===== src/rtl/core/u8d_pkg.sv =====
// ============================================================================
// u8d_pkg: shared types and constants of the UTF-8 decoder
// Byte classes, the queued result entry and the code point constants.
// ============================================================================
package u8d_pkg;

  localparam int unsigned CP_W        = 21;
  localparam int unsigned CNT_W       = 3;   // results per item, 0..4
  localparam int unsigned QUEUE_DEPTH = 4;

  localparam logic [CP_W-1:0] REPL_CP    = 21'h00FFFD;
  localparam logic [CP_W-1:0] MIN_CP_2B  = 21'h000080;
  localparam logic [CP_W-1:0] MIN_CP_3B  = 21'h000800;
  localparam logic [CP_W-1:0] MIN_CP_4B  = 21'h010000;
  localparam logic [CP_W-1:0] SURR_LO    = 21'h00D800;
  localparam logic [CP_W-1:0] SURR_HI    = 21'h00DFFF;

  typedef enum logic [1:0] {
    CLS_ASCII,
    CLS_LEAD,
    CLS_INVALID
  } u8d_class_e;

  // One queued entry: cnt results, the first cnt-1 are replacements,
  // the last carries cp and rep.
  typedef struct packed {
    logic [CNT_W-1:0] cnt;
    logic [CP_W-1:0]  cp;
    logic             rep;
  } u8d_entry_t;

endpackage


===== src/rtl/core/u8d_front.sv =====
// ============================================================================
// u8d_front: byte classifier and sequence tracker
// Accepts bytes, keeps the pending sequence and builds one entry per byte.
// ============================================================================
module u8d_front import u8d_pkg::*; (
  input  logic       clk_i,
  input  logic       rst_ni,
  input  logic       in_acc_i,
  input  logic [7:0] in_byte_i,
  input  logic       end_of_text_i,
  output u8d_entry_t entry_o,
  output logic       push_o
);

  logic            seq_q, seq_d;
  logic [1:0]      need_q, need_d;
  logic [1:0]      taken_q, taken_d;
  logic [CP_W-1:0] bits_q, bits_d;

  u8d_class_e      cls;
  logic [1:0]      lead_need;
  logic [CP_W-1:0] lead_bits;
  logic            is_cont;
  logic [CNT_W-1:0] taken_inc;
  logic [CNT_W-1:0] pre;
  logic [CP_W-1:0] g_shift;
  logic            bad;
  logic            fresh;

  always_comb begin
    lead_need = 2'd0;
    lead_bits = '0;
    if (in_byte_i[7] == 1'b0) begin
      cls = CLS_ASCII;
    end else if (in_byte_i[7:5] == 3'b110) begin
      cls       = CLS_LEAD;
      lead_need = 2'd1;
      lead_bits = {16'b0, in_byte_i[4:0]};
    end else if (in_byte_i[7:4] == 4'b1110) begin
      cls       = CLS_LEAD;
      lead_need = 2'd2;
      lead_bits = {17'b0, in_byte_i[3:0]};
    end else if (in_byte_i[7:3] == 5'b11110) begin
      cls       = CLS_LEAD;
      lead_need = 2'd3;
      lead_bits = {18'b0, in_byte_i[2:0]};
    end else begin
      cls = CLS_INVALID;
    end
  end

  assign is_cont   = (in_byte_i[7:6] == 2'b10);
  assign taken_inc = {1'b0, taken_q} + 3'd1;
  assign g_shift   = {bits_q[CP_W-7:0], in_byte_i[5:0]};
  assign bad       = ((need_q == 2'd1) && (g_shift < MIN_CP_2B)) ||
                     ((need_q == 2'd2) && (g_shift < MIN_CP_3B)) ||
                     ((need_q == 2'd3) && (g_shift < MIN_CP_4B)) ||
                     ((g_shift >= SURR_LO) && (g_shift <= SURR_HI));

  always_comb begin
    seq_d         = seq_q;
    need_d        = need_q;
    taken_d       = taken_q;
    bits_d        = bits_q;
    entry_o.cnt   = '0;
    entry_o.cp    = REPL_CP;
    entry_o.rep   = 1'b1;
    fresh         = 1'b1;
    pre           = '0;

    if (seq_q) begin
      if (is_cont) begin
        fresh = 1'b0;
        if (taken_inc >= {1'b0, need_q}) begin
          // sequence complete: emit it or replace every byte of it
          if (bad) begin
            entry_o.cnt = {1'b0, need_q} + 3'd1;
          end else begin
            entry_o.cnt = 3'd1;
            entry_o.cp  = g_shift;
            entry_o.rep = 1'b0;
          end
          seq_d = 1'b0;
        end else if (end_of_text_i) begin
          entry_o.cnt = taken_inc + 3'd1;
          seq_d       = 1'b0;
        end else begin
          bits_d  = g_shift;
          taken_d = taken_inc[1:0];
        end
      end else begin
        // broken sequence: replace lead and taken bytes, decode byte anew
        pre   = {1'b0, taken_q} + 3'd1;
        seq_d = 1'b0;
      end
    end

    if (fresh) begin
      case (cls)
        CLS_ASCII: begin
          entry_o.cnt = pre + 3'd1;
          entry_o.cp  = {13'b0, in_byte_i};
          entry_o.rep = 1'b0;
        end
        CLS_LEAD: begin
          if (end_of_text_i) begin
            entry_o.cnt = pre + 3'd1;
          end else begin
            entry_o.cnt = pre;
            seq_d       = 1'b1;
            need_d      = lead_need;
            taken_d     = 2'd0;
            bits_d      = lead_bits;
          end
        end
        default: begin
          entry_o.cnt = pre + 3'd1;
        end
      endcase
    end

    if (end_of_text_i) begin
      seq_d   = 1'b0;
      need_d  = 2'd0;
      taken_d = 2'd0;
      bits_d  = '0;
    end
  end

  assign push_o = in_acc_i && (entry_o.cnt != '0);

  always_ff @(posedge clk_i or negedge rst_ni) begin
    if (!rst_ni) begin
      seq_q   <= 1'b0;
      need_q  <= 2'd0;
      taken_q <= 2'd0;
      bits_q  <= '0;
    end else if (in_acc_i) begin
      seq_q   <= seq_d;
      need_q  <= need_d;
      taken_q <= taken_d;
      bits_q  <= bits_d;
    end
  end

`ifndef SYNTHESIS
  a_eot_clears: assert property (@(posedge clk_i) disable iff (!rst_ni)
    in_acc_i && end_of_text_i |=> !seq_q && (taken_q == 2'd0))
    else $error("sequence still pending after end of text");
  a_taken_below_need: assert property (@(posedge clk_i) disable iff (!rst_ni)
    seq_q |-> (taken_q < need_q))
    else $error("pending sequence holds too many continuation bytes");
`endif

endmodule


===== src/rtl/core/u8d_queue.sv =====
// ============================================================================
// u8d_queue: short entry queue between front and back
// Register-based FIFO with full and empty flags.
// ============================================================================
module u8d_queue import u8d_pkg::*; #(
  parameter int unsigned Depth = QUEUE_DEPTH
) (
  input  logic       clk_i,
  input  logic       rst_ni,
  input  logic       push_i,
  input  u8d_entry_t wdata_i,
  input  logic       pop_i,
  output u8d_entry_t rdata_o,
  output logic       full_o,
  output logic       empty_o
);

  localparam int unsigned PtrW = (Depth > 1) ? $clog2(Depth) : 1;
  localparam int unsigned CntW = $clog2(Depth + 1);

  u8d_entry_t      mem_q [Depth];
  logic [PtrW-1:0] wr_q, wr_d;
  logic [PtrW-1:0] rd_q, rd_d;
  logic [CntW-1:0] fill_q, fill_d;

  assign full_o  = (fill_q == CntW'(Depth));
  assign empty_o = (fill_q == '0);
  assign rdata_o = mem_q[rd_q];

  always_comb begin
    wr_d   = wr_q;
    rd_d   = rd_q;
    fill_d = fill_q;
    if (push_i) begin
      wr_d = (wr_q == PtrW'(Depth - 1)) ? '0 : wr_q + PtrW'(1);
    end
    if (pop_i) begin
      rd_d = (rd_q == PtrW'(Depth - 1)) ? '0 : rd_q + PtrW'(1);
    end
    if (push_i && !pop_i) begin
      fill_d = fill_q + CntW'(1);
    end else if (pop_i && !push_i) begin
      fill_d = fill_q - CntW'(1);
    end
  end

  always_ff @(posedge clk_i) begin
    if (push_i) begin
      mem_q[wr_q] <= wdata_i;
    end
  end

  always_ff @(posedge clk_i or negedge rst_ni) begin
    if (!rst_ni) begin
      wr_q   <= '0;
      rd_q   <= '0;
      fill_q <= '0;
    end else begin
      wr_q   <= wr_d;
      rd_q   <= rd_d;
      fill_q <= fill_d;
    end
  end

`ifndef SYNTHESIS
  a_no_overflow: assert property (@(posedge clk_i) disable iff (!rst_ni)
    full_o |-> !push_i || pop_i)
    else $error("push into full queue");
  a_no_underflow: assert property (@(posedge clk_i) disable iff (!rst_ni)
    empty_o |-> !pop_i)
    else $error("pop from empty queue");
`endif

endmodule


===== src/rtl/core/u8d_back.sv =====
// ============================================================================
// u8d_back: result sequencer
// Pops entries and hands out their results one item per cycle while out_stall_i is low.
// ============================================================================
module u8d_back import u8d_pkg::*; (
  input  logic            clk_i,
  input  logic            rst_ni,
  input  u8d_entry_t      head_i,
  input  logic            empty_i,
  output logic            pop_o,
  output logic            out_valid_o,
  input  logic            out_stall_i,
  output logic [CP_W-1:0] code_point_o,
  output logic            replaced_o,
  output logic            last_of_run_o
);

  logic             valid_q;
  logic [CNT_W-1:0] left_q;
  logic [CP_W-1:0]  cp_q;
  logic             rep_q;
  logic             out_acc;
  logic             last;

  assign last    = (left_q == 3'd1);
  assign out_acc = valid_q && !out_stall_i;
  assign pop_o   = !empty_i && (!valid_q || (out_acc && last));

  // leading results of an entry are replacements, the last one carries cp
  assign out_valid_o   = valid_q;
  assign code_point_o  = last ? cp_q : REPL_CP;
  assign replaced_o    = last ? rep_q : 1'b1;
  assign last_of_run_o = last;

  always_ff @(posedge clk_i) begin
    if (pop_o) begin
      cp_q  <= head_i.cp;
      rep_q <= head_i.rep;
    end
  end

  always_ff @(posedge clk_i or negedge rst_ni) begin
    if (!rst_ni) begin
      valid_q <= 1'b0;
      left_q  <= '0;
    end else if (pop_o) begin
      valid_q <= 1'b1;
      left_q  <= head_i.cnt;
    end else if (out_acc) begin
      valid_q <= !last;
      left_q  <= left_q - 3'd1;
    end
  end

`ifndef SYNTHESIS
  a_left_range: assert property (@(posedge clk_i) disable iff (!rst_ni)
    valid_q |-> (left_q != '0) && (left_q <= 3'd4))
    else $error("result count out of range");
`endif

endmodule


===== src/rtl/core/utf8_decoder_with_replacement.sv =====
// A result passes through the entry queue, then the sequencer's output register.
// Throughput: one byte per cycle while the queue has room and each byte yields
// at most one result; a byte yielding more (up to 4) holds the output side until
// its last result is taken; the classifier-to-sequencer queue absorbs the burst.
// Reset: rst_ni clears the pending sequence, the queue and the output valid.
// ============================================================================
// utf8_decoder_with_replacement: streaming UTF-8 decoder
// Decodes bytes to code points, replacing bad input with U+FFFD.
// ============================================================================
module utf8_decoder_with_replacement import u8d_pkg::*; #(
  parameter int unsigned QueueDepth = QUEUE_DEPTH
) (
  input  logic            clk_i,
  input  logic            rst_ni,
  // input bytes
  input  logic            in_valid_i,
  output logic            in_stall_o,
  input  logic [7:0]      in_byte_i,
  input  logic            end_of_text_i,
  // decoded code points
  output logic            out_valid_o,
  input  logic            out_stall_i,
  output logic [CP_W-1:0] code_point_o,
  output logic            replaced_o,
  output logic            last_of_run_o
);

  u8d_entry_t entry;
  u8d_entry_t head;
  logic       push;
  logic       pop;
  logic       q_full;
  logic       q_empty;
  logic       in_acc;

  // Hold the input while the queue has no room; a byte that yields no
  // result is still consumed here, it just pushes nothing.
  assign in_stall_o = q_full;
  assign in_acc     = in_valid_i && !q_full;

  // Front: classify each byte, track the pending sequence, build an entry.
  u8d_front u_front (
    .clk_i         (clk_i),
    .rst_ni        (rst_ni),
    .in_acc_i      (in_acc),
    .in_byte_i     (in_byte_i),
    .end_of_text_i (end_of_text_i),
    .entry_o       (entry),
    .push_o        (push)
  );

  // Queue: decouple the byte side from the result side.
  u8d_queue #(
    .Depth (QueueDepth)
  ) u_queue (
    .clk_i   (clk_i),
    .rst_ni  (rst_ni),
    .push_i  (push),
    .wdata_i (entry),
    .pop_i   (pop),
    .rdata_o (head),
    .full_o  (q_full),
    .empty_o (q_empty)
  );

  // Back: expand each entry into its run of result items.
  u8d_back u_back (
    .clk_i         (clk_i),
    .rst_ni        (rst_ni),
    .head_i        (head),
    .empty_i       (q_empty),
    .pop_o         (pop),
    .out_valid_o   (out_valid_o),
    .out_stall_i   (out_stall_i),
    .code_point_o  (code_point_o),
    .replaced_o    (replaced_o),
    .last_of_run_o (last_of_run_o)
  );

`ifndef SYNTHESIS
  a_push_needs_accept: assert property (@(posedge clk_i) disable iff (!rst_ni)
    push |-> in_acc)
    else $error("entry pushed without an accepted byte");
`endif

endmodule


===== config.mk =====
export PLATFORM = sky130hd
export DESIGN_NAME = utf8_decoder_with_replacement
export DESIGN_NICKNAME = d
export VERILOG_FILES = /design/src/rtl/core/u8d_pkg.sv /design/src/rtl/core/u8d_front.sv /design/src/rtl/core/u8d_queue.sv /design/src/rtl/core/u8d_back.sv /design/src/rtl/core/utf8_decoder_with_replacement.sv
export SDC_FILE = /design/constraint.sdc
export NUM_CORES = 1
export LEC_CHECK = 0
export ABC_AREA = 1
export BUFFER_PORTS_ARGS = -buffer_cell sky130_fd_sc_hd__buf_2
export CAP_MARGIN = 20
export CORE_ASPECT_RATIO = 0.5
export CORE_UTILIZATION = 62
export DETAILED_ROUTE_END_ITERATION = 10
export HOLD_SLACK_MARGIN = 0.08
export PLACE_DENSITY = 0.89
export SYNTH_ARGS = -nofsm -noshare
export SYNTH_HDL_FRONTEND = slang
export SYNTH_SLANG_ARGS = --single-unit

===== constraint.sdc =====
create_clock -name clk_i -period 8.1 [get_ports clk_i]
set_clock_uncertainty 0.1 [all_clocks]
set_input_delay 0.81 -clock clk_i [delete_from_list [all_inputs] [get_ports clk_i]]
set_output_delay 0.81 -clock clk_i [all_outputs]
set_load 0.005 [all_outputs]

==> results of run 1 <==
-- report_power, final --
part | switching [mW] | internal (mW)
clock | 0.326 | 0.460
sequential | 0.0714 | 1.04
combinational | 0.449 | 0.205
total | 0.846 | 1.70
-- layout by cell type, fill, tap and decap left out, types with 8 or more instances in the layout --
cell / count
a21oi_1: 21
buf_2: 37
clkbuf_16: 17
dfrtp_1: 31
edfxtp_1: 122
ha_1: 15
inv_1: 59
inv_2: 8
nand2_1: 43
nand2_2: 8
nand3_1: 10
nor2_1: 84
o21ai_0: 77
o22ai_1: 28
or2_2: 16
-- cells in the mapped netlist, types with 2 or more instances --
cell type | n | area share (%)
o21ai_1 | 2 | 0.15
clkbuf_1 | 14 | 0.78
nor2_1 | 84 | 4.7
a21oi_1 | 21 | 1.6
nand4_1 | 2 | 0.18
o22ai_1 | 28 | 2.6
buf_6 | 2 | 0.33
nand2_1 | 43 | 2.4
nand2_2 | 8 | 0.74
buf_2 | 2 | 0.15
nand3_4 | 3 | 0.78
o21ai_0 | 77 | 5.7
nand2_4 | 3 | 0.50
o211ai_1 | 2 | 0.22
xnor2_1 | 2 | 0.26
edfxtp_1 | 122 | 54
fa_1 | 2 | 0.59
dfrtp_1 | 31 | 11
nand3_1 | 10 | 0.74
nor2_2 | 6 | 0.55
inv_2 | 8 | 0.44
inv_1 | 59 | 3.3
o21ai_2 | 3 | 0.39
ha_1 | 15 | 2.8
nor2_4 | 5 | 0.83
xor2_1 | 3 | 0.39
or2_2 | 16 | 1.5
-- through the flow --
step                      setup slack [ps]  util (%)  instance area, sq um
after floorplan                       4910         -                  6770
after global placement                4700      68.1                  7080
after detailed placement              4570      68.1                  7080
after CTS                             4670      73.7                  7670
after global routing                  4410      73.7                  7670
final                                 4660      73.7                  7670
-- final cells by class --
class	count	area, sq um	area share (%)
Sequential cell	153	4440	57.9
Clock inverter	15	164	2.14
Timing Repair Buffer	43	230	3.00
Inverter	68	260	3.39
Tap cell	140	175	2.28
Multi-Input combinational cell	347	1980	25.8
Clock buffer	17	425	5.54
-- layer usage --
| layer | vias to the layer above | global-route usage [%] |
|---|---|---|
| met2 | 347 | 43.2 |
| met1 | 2207 | 35.4 |
| li1 | 2120 | - |
| met5 | - | 0 |
| met3 | 64 | 7.89 |
| met4 | 0 | 11.8 |
-- path summary, 6_finish.rpt --
path | from | endpoint | cells past startpoint | slack [ps]
worst min register to register | u_queue.wr_q[1]$_DFFE_PN0P_ | u_queue.wr_q[1]$_DFFE_PN0P_ | 2 | 440
max in group asynchronous | rst_ni | u_front.bits_q[4]$_DFFE_PN0P_ | 1 | 7060
worst max-delay path | u_front.taken_q[0]$_DFFE_PN0P_ | u_queue.fill_q[2]$_DFFE_PN0P_ | 19 | 4660
min in group clk_i | u_queue.wr_q[1]$_DFFE_PN0P_ | u_queue.wr_q[1]$_DFFE_PN0P_ | 2 | 440
worst max register to register | u_front.taken_q[0]$_DFFE_PN0P_ | u_queue.fill_q[2]$_DFFE_PN0P_ | 19 | 4660
worst min-delay path | rst_ni | u_queue.wr_q[0]$_DFFE_PN0P_ | 1 | 360
-- state kept, by name, indices dropped and copies added, names as in the netlist, 3 cells and up --
signal / cells
u_back.cp_q: 21
u_back.left_q: 3
u_queue.mem_q: 100
u_queue.fill_q: 3
u_front.bits_q: 15
-- worst max-delay path: cells and delay by family, from the launching register on --
| family | cells | cell delay [ps] |
|---|---|---|
| XOR/XNOR | 1 | 160 |
| buffers and inverters | 4 | 340 |
| AO/OA/AOI/OAI | 2 | 250 |
| adder cells (fa/ha/maj) | 3 | 1070 |
| flip-flops | 1 | 480 |
| AND/OR/NAND/NOR | 9 | 900 |
-- logic make-up (layout without fill, tap and decap cells) --
logic type / Yosys count / count (layout) / share of synthesized area, %
AOI/OAI and AO/OA: 138 / 138 / 11.2
xor gates and xnor gates: 5 / 5 / 0.647
adders and majority gates: 17 / 17 / 3.36
buffers and inverters: 87 / 143 / 5.21
DFF: 153 / 153 / 65.6
and+or+nand+nor: 187 / 187 / 14.0
==> results_dict.tcl, run 1 <==
set metrics [dict create \
    outcome "completed" \
    clock_sinks 153 \
    p_leak_nw 2.99 \
    crit_path_top_delay_cell "fa_1" \
    nFillCells 598 \
    grt-ovfl-total 0 \
    seq_area_frac_synth_pct 65.6 \
    ys_ff_latch 153 \
    layout.nets 660 \
    setup_viol 0 \
    wl_met2_mm 6.87 \
    drc_errors 0 \
    relSlewSlack_pct 36.4 \
    worstMarginPinSlew_ps 953 \
    num_vias 4738 \
    htreeDepth 4 \
    wl_mm 14.6 \
    cts_setup_buffers 0 \
    finalSetupTns_ps 0 \
    hold_buffers 0 \
    required_ps 8290 \
    synth_edf_count 122 \
    final_antenna_net_count 0 \
    cts_made_buffers 17 \
    tritoncts "built" \
    endpoint_kind "flop" \
    drive_above_1_share_pct 20.5 \
    synth_cell_types 41 \
    max_freq_ghz 0.291 \
    start_util_pct 65.0 \
    clkLatencyLatePin_ps 420 \
    hold_viol 0 \
    crit_path_max_fanout 8 \
    critPathMaxStageDelay_ps 500 \
    cap_violations 0 \
    io_pins 38 \
    cts-root-buf "clkbuf_16" \
    drtPass1Iterations 6 \
    ir_worst_vdd_v 0.000184 \
    met3_length_mm 1.56 \
    fp-row-count 26 \
    io_buffers 37 \
    area_delta_synth_final_pct 13.3 \
    grt_pass1_wl_mm 23.0 \
    rsz0062_at_grt "no" \
    power.density_mw_per_mm2 332 \
    grt_max_degree 54 \
    setup.worst_path.class "reg -> reg" \
    fin_cells 783 \
    critPathLaunchType "flop" \
    synthCells 587 \
    synth_flop_cell "edfxtp_1" \
    yosysWarnings 0 \
    ctsResizeCount 0 \
    grt_pass1_vias 4605 \
    gr-usage-all-layers_pct 27.3 \
    top_layer "met4" \
    die_w_um 150 \
    die_y_um 75.9 \
    arrival_ps 3630 \
    dieArea_sq_mm 0.0114 \
    dpl.hpwl_mm 8.71 \
    hold_path.class "in -> async" \
    fin_crit_sh_pct 42.5 \
    antenna_found_initial 0 \
    cts_buffer_depth 2 \
    crit_chain "inv_1 -> fa_1 -> nor2_1 -> nand2_1 -> nand2_1 -> nand2_4 -> nor2_1 -> nand3_1 -> nand2_2 -> inv_2 -> nand3_4 -> nand2_8 -> inv_1 -> ha_1 -> inv_1 -> fa_1 -> a21oi_1 -> o21ai_0 -> xor2_1" \
    post_synth.cell_area_avg_sq_um 11.5 \
    report.power.total_mw 2.55 \
    synth_async_sr_flop_share_pct 20.3 \
    n_antenna_cell 0 \
    clkTransAtPathRegs_ps 60 \
    netlist_area_sq_mm 0.00677 \
    timing.hold.ws_ps 359 \
    core_area_sq_mm 0.0104 \
    wl_met1_mm 5.70 \
    synth_nets 617 \
    crit_path_frequent_cell "inv_1" \
    wl_per_cell_um 18.6 \
    place_congestion 0.850 \
    drt_iter0_drc 561 \
    dpl.cell_count 751 \
    slew_viol_final 0 \
    period_needed_ps 3440 \
    viasPerCell 6.05 \
]
Note: power is estimated with default switching activity, not from simulation.
==> inputs of run 2 (changes only) <==
CORE_UTILIZATION = 55   (was 62)
PLACE_DENSITY = 0.84   (was 0.89)
clock period = 2.8 ns   (was 8.1 ns; I/O delays follow)
==> run 2 against run 1 <==
Against the previous run: the flow now finishes with violations (negative setup slack); clock power rose to 2.9 times the previous value; count of clock-buffer cells in the layout unchanged; worst setup slack worse by 4700 ps; cell area up 6.2%.
==> results_dict.tcl, run 2 (synthesis gave the netlist of run 1 again) <==
set metrics [dict create \
    outcome "finished with violations" \
    violations "negative setup slack" \
    dieArea_sq_mm 0.0128 \
    grt_pass1_vias 4513 \
    die_w_um 159 \
    swShare_pct 33.1 \
    holdPathEnd "u_front.bits_q[3]$_DFFE_PN0P_" \
    hold_path.class "in -> reg" \
    rsz0062_at_grt "yes" \
    reg2reg_from "u_front.taken_q[1]$_DFFE_PN0P_" \
    tritoncts "built" \
    drive_above_1_share_pct 25.7 \
    relSlewSlack_pct 51.8 \
    power.density_mw_per_mm2 937 \
    grt-ovfl-total 0 \
    die_y_um 80.5 \
    final_core_utilization_pct 68.4 \
    cap_violations 0 \
    arrival_ps 3050 \
    drtPass1Iterations 7 \
    seqCellArea_sq_mm 0.00444 \
    slew_viol_final 0 \
    io_pins 38 \
    setup.worst_path.class "reg -> reg" \
    endpoint_kind "flop" \
    worstMarginPinSlew_ps 723 \
    p_seq_share_pct 41.3 \
    p_switching_mw 2.53 \
    wl_mm 15.2 \
    reg2reg_depth 19 \
    cts_made_buffers 17 \
    clkLatencyLatePin_ps 420 \
    final_antenna_net_count 0 \
    critPathMaxStageDelay_ps 490 \
    viasPerCell 5.61 \
    p_int_mw 5.11 \
    crit_path_max_fanout 4 \
    crit_path_start "u_front.taken_q[1]$_DFFE_PN0P_" \
    layout.nets 693 \
    largest_reg_flops 100 \
    p_leak_nw 3.17 \
    place_congestion 0.872 \
    fp-row-count 28 \
    hold_viol 0 \
    hold_depth 3 \
    max_freq_ghz 0.351 \
    period_needed_ps 2850 \
    htreeDepth 4 \
    grt_max_degree 53 \
    largestRegisters "u_queue.mem_q x100, u_back.cp_q x21, u_front.bits_q x15" \
    n_antenna_cell 0 \
    dpl.hpwl_mm 8.90 \
    hold_start "in_byte_i[3]" \
    cts_buffer_depth 2 \
    multi_input_area_sq_mm 0.00204 \
    final_cell_mix "edfxtp_1 (122), nor2_1 (81), o21ai_0 (76)" \
    cts-root-buf "clkbuf_16" \
    grt_pass1_wl_mm 23.0 \
    io_buffers 37 \
    final_common_cell "edfxtp_1" \
    reg2reg_slack_ps -50 \
    gr-usage-all-layers_pct 24.3 \
    fin_crit_sh_pct 102 \
    r2r-end "u_queue.fill_q[2]$_DFFE_PN0P_" \
    drt_iter0_drc 461 \
    setup_viol 18 \
    power_frac_comb_pct 28.8 \
    clock_sinks 153 \
    crit_path_top_delay_cell "fa_1" \
    finalSetupTns_ps -217 \
    drc_errors 0 \
    nFillCells 756 \
    area_delta_synth_final_pct 20.3 \
    clkPwrFrac_pct 29.9 \
    wl_per_cell_um 18.0 \
    critPathLaunchType "flop" \
    crit_chain "inv_2 -> fa_1 -> nor2_2 -> nand2_2 -> nand2_2 -> nand2_4 -> nor2_4 -> nand3_2 -> nand2_2 -> inv_2 -> nand3_4 -> nand2_8 -> inv_4 -> ha_4 -> inv_2 -> fa_2 -> a21oi_2 -> o21ai_1 -> xor2_1" \
    core_area_sq_mm 0.0119 \
    antenna_found_initial 1 \
    top_register "u_queue.mem_q" \
    num_vias 4721 \
    clkTransAtPathRegs_ps 60 \
    setup_ws_ps -47.9 \
    ir_worst_vdd_v 0.000488 \
    start_util_pct 56.8 \
    required_ps 3000 \
]
## run 2: cell count changes in the layout (fill, tap and decap cells not counted), sizes merged
cell,previous run,this run
buf,43,68
clkinv,9,4
dlygate4sd3,0,5
clkbuf,17,20
clkinvlp,0,3
inv,72,74
## run 2: routing by layer
metal | vias up | wire (um) | GRT usage (%)
met3 | 28 | 1430 | 6.46
li1 | 2181 | - | -
met5 | - | 10 | 0
met1 | 2256 | 6180 | 31.1
met4 | 2 | 253 | 10.1
met2 | 254 | 7290 | 40.0
## run 2: stage by stage
step	instances	total power [mW]	setup WS (ps)	hold WS (ps)	cell area, sq um
floorplan	587	4.47	-131	-116	6780
CTS	835	7.50	-40.4	119	7990
global route	841	8.01	-212	142	8150
finish	841	7.64	-47.9	130	8150
global placement	794	5.05	-54.2	275	7310
detailed placement	794	5.18	-132	286	7310
## run 2: power groups by stage
stage,Clock [mW],Combinational [mW],Sequential (mW)
floorplan,0,1.30,3.16
detailed placement,0,1.99,3.19
finish,2.28,2.20,3.15
CTS,2.30,2.05,3.15
global route,2.40,2.42,3.18
global placement,0,1.88,3.16
## run 2: worst max path at each step
stage	end	slack (ps)
after CTS	u_queue.fill_q[2]$_DFFE_PN0P_	-40
final	u_queue.fill_q[2]$_DFFE_PN0P_	-50
after global placement	u_queue.fill_q[2]$_DFFE_PN0P_	-50
after global routing	u_queue.fill_q[2]$_DFFE_PN0P_	-210
after detailed placement	u_queue.fill_q[2]$_DFFE_PN0P_	-130
after floorplan	u_queue.fill_q[2]$_DFFE_PN0P_	-130
## run 2: area by class of cell
class	count	share of cell area, %
inverter	68	3.23
sequential	153	54.5
clock inverter	15	2.00
multi-input combinational	347	25.1
timing repair buffer	76	7.42
tap	165	2.53
clock buffer	17	5.22
## run 2: timing repair
action | in CTS | in global routing
hold endpoints to repair | 35 | 0
endpoints found under the setup margin | 2 | 102
gates resized for setup | 4 | 13
pin swaps | 7 | 4
buffers inserted | 4 | 2
cloned | 0 | 4
hold buffers | 5 | 0
## run 2: worst max-delay path, delay by kind of cell (launching register included)
family | cells | cell delay (ps)
adders and majority gates | 3 | 950
DFF | 1 | 380
and+or+nand+nor | 9 | 740
xor gates and xnor gates | 1 | 150
buffers and inverters | 4 | 200
AOI/OAI and AO/OA | 2 | 210
==> inputs of run 3 (changes only) <==
CORE_UTILIZATION = 38   (was 55)
PLACE_DENSITY = 0.62   (was 0.84)
clock period = 3.1 ns   (was 2.8 ns; I/O delays follow)
==> run 3 against run 2 <==
Against the previous run: the run now ends clean; global-route usage decreased by 8.3 points; count of clock-buffer cells in the layout unchanged; sequential power down 10%; via count shrank 10%; flip-flop and latch count unchanged; worst setup slack improved by 210 ps; cell area fell by 1.6%; critical endpoint unchanged; die area rose by 44%; hold slack got worse by 7.4 ps; non-clock buffer count decreased by 21; power is 10% lower; largest power group unchanged; final cell count increased by 5.7%.
==> results_dict.tcl, run 3 (synthesis gave the netlist of run 1 again) <==
set metrics [dict create \
    num_vias 4232 \
    fp-row-count 34 \
    fin_cells 889 \
    setup_viol 0 \
    arrival_ps 3140 \
    grt_pass1_vias 4034 \
    relSlewSlack_pct 50.1 \
    io_buffers 37 \
    critPathMaxStageDelay_ps 420 \
    setup_ws_ps 160 \
    antenna_found_initial 0 \
    die_w_um 191 \
    ir_worst_vdd_v 0.000402 \
    wl_mm 13.7 \
    clock_sinks 153 \
    layout.nets 672 \
    gr-usage-all-layers_pct 16.0 \
    grt-ovfl-total 0 \
    clkLatencyLatePin_ps 410 \
    hold_depth 3 \
    post-place-ws_ps -17.0 \
    drt_iter0_drc 321 \
    power.density_mw_per_mm2 854 \
    drive_above_1_share_pct 22.4 \
    slew_viol_final 0 \
    period_needed_ps 2940 \
    critPathLaunchType "flop" \
    endpoint_kind "flop" \
    clkTransAtPathRegs_ps 60 \
    viasPerCell 4.76 \
    crit_path_top_delay_cell "fa_1" \
    grt_max_degree 53 \
    dpl.cell_count 852 \
    crit_path_max_fanout 4 \
    place_congestion 0.817 \
    die_y_um 96.4 \
    final_cell_mix "edfxtp_1 (122), nor2_1 (83), o21ai_0 (76)" \
    top_register "u_queue.mem_q" \
    drtPass1Iterations 4 \
    crit_chain "inv_1 -> fa_1 -> nor2_2 -> nand2_2 -> nand2_2 -> nand2_4 -> nor2_1 -> nand3_1 -> nand2_2 -> inv_2 -> nand3_4 -> nand2_8 -> inv_1 -> ha_1 -> inv_1 -> fa_2 -> a21oi_1 -> o21ai_1 -> xor2_1" \
    setup.worst_path.class "reg -> reg" \
    area_delta_synth_final_pct 18.4 \
    n_antenna_cell 0 \
    rsz0062_at_grt "no" \
    dieArea_sq_mm 0.0184 \
    hold_path.class "in -> reg" \
    worstMarginPinSlew_ps 748 \
    htreeDepth 4 \
    outcome "completed" \
    reg2reg_from "u_front.taken_q[1]$_DFFE_PN0P_" \
    io_pins 38 \
    dpl.hpwl_mm 8.64 \
    cts_buffer_depth 2 \
    required_ps 3300 \
    cap_violations 0 \
    final_common_cell "edfxtp_1" \
    cts_made_buffers 17 \
    r2r-end "u_queue.fill_q[2]$_DFFE_PN0P_" \
    tritoncts "built" \
    largest_reg_flops 100 \
    grt_pass1_wl_mm 21.6 \
    hold_start "in_byte_i[0]" \
    holdPathEnd "u_front.bits_q[0]$_DFFE_PN0P_" \
    core_area_sq_mm 0.0174 \
    place_area_sq_mm 0.00730 \
    max_freq_ghz 0.340 \
    drc_errors 0 \
    timing.hold.ws_ps 122 \
    hold_viol 0 \
    fin_crit_sh_pct 94.8 \
    cts-root-buf "clkbuf_16" \
    wl_per_cell_um 15.4 \
    p_leak_nw 3.08 \
    reg2reg_depth 19 \
    largestRegisters "u_queue.mem_q x100, u_back.cp_q x21, u_front.bits_q x15" \
    reg2reg_slack_ps 160 \
    stdcell_area_sq_mm 0.00802 \
    final_antenna_net_count 0 \
    start_util_pct 38.9 \
]
==> run 3: cell count changes in the layout (fill, tap and decap cells not counted), sizes merged <==
cell | previous run | this run
clkinvlp | 3 | 1
inv | 74 | 76
bufinv | 2 | 4
clkbuf | 20 | 17
clkinv | 4 | 2
dlygate4sd3 | 5 | 4
buf | 68 | 51
==> run 3: cell type report <==
| class | count | area (sq um) |
|---|---|---|
| clock inverters | 15 | 225 |
| inverters | 68 | 260 |
| well taps | 234 | 293 |
| fillers | 1551 | 9380 |
| multi-input cells | 347 | 1990 |
| clock buffers | 17 | 425 |
| flip-flops and latches | 153 | 4440 |
| repair buffers | 55 | 380 |
==> run 3: worst max path at each step <==
stage,start,endpoint,slack [ps]
after detailed placement,u_front.taken_q[1]$_DFFE_PN0P_,u_queue.fill_q[2]$_DFFE_PN0P_,-20
after global routing,u_front.taken_q[0]$_DFFE_PN0P_,u_queue.fill_q[2]$_DFFE_PN0P_,20
after floorplan,u_front.taken_q[0]$_DFFE_PN0P_,u_queue.fill_q[2]$_DFFE_PN0P_,5
final,u_front.taken_q[1]$_DFFE_PN0P_,u_queue.fill_q[2]$_DFFE_PN0P_,160
after CTS,u_front.taken_q[0]$_DFFE_PN0P_,u_queue.fill_q[2]$_DFFE_PN0P_,8
after global placement,u_front.taken_q[1]$_DFFE_PN0P_,u_queue.fill_q[2]$_DFFE_PN0P_,60
==> run 3: per-stage QoR <==
stage | util [%] | power (mW) | TNS (ps)
floorplan | - | 4.03 | 0
global route | 46.1 | 7.25 | 0
finish | 46.1 | 6.85 | 0
detailed placement | 42.0 | 4.66 | -17.0
CTS | 46.0 | 6.93 | 0
global placement | 42.0 | 4.61 | 0
==> run 3: worst max-delay path: cells and delay by family (launching register included) <==
kind / cells / cell delay (ps)
AOI/OAI and AO/OA: 2 / 220
xor gates and xnor gates: 1 / 140
adders and majority gates: 3 / 950
buffers and inverters: 4 / 250
DFF: 1 / 400
and+or+nand+nor: 9 / 740
==> run 3: repair_timing <==
item	CTS	global route
pin swaps	0	2
hold buffers	4	0
buffers inserted	1	0
gates resized for setup	0	6
endpoints found under the setup margin	1	2
endpoints found under the hold margin	34	0
==> run 3: power by group <==
group / internal [mW] / switching [mW]
logic: 0.596 / 1.16
registers: 2.71 / 0.116
clock network: 1.38 / 0.880
total: 4.69 / 2.16
==> run 3: layer usage <==
layer	up-vias	routed length (um)	track usage (%)
met5	-	0	0
met4	0	96	4.80
met3	7	692	3.61
met2	83	6350	25.4
met1	2007	6520	22.0
li1	2135	-	-
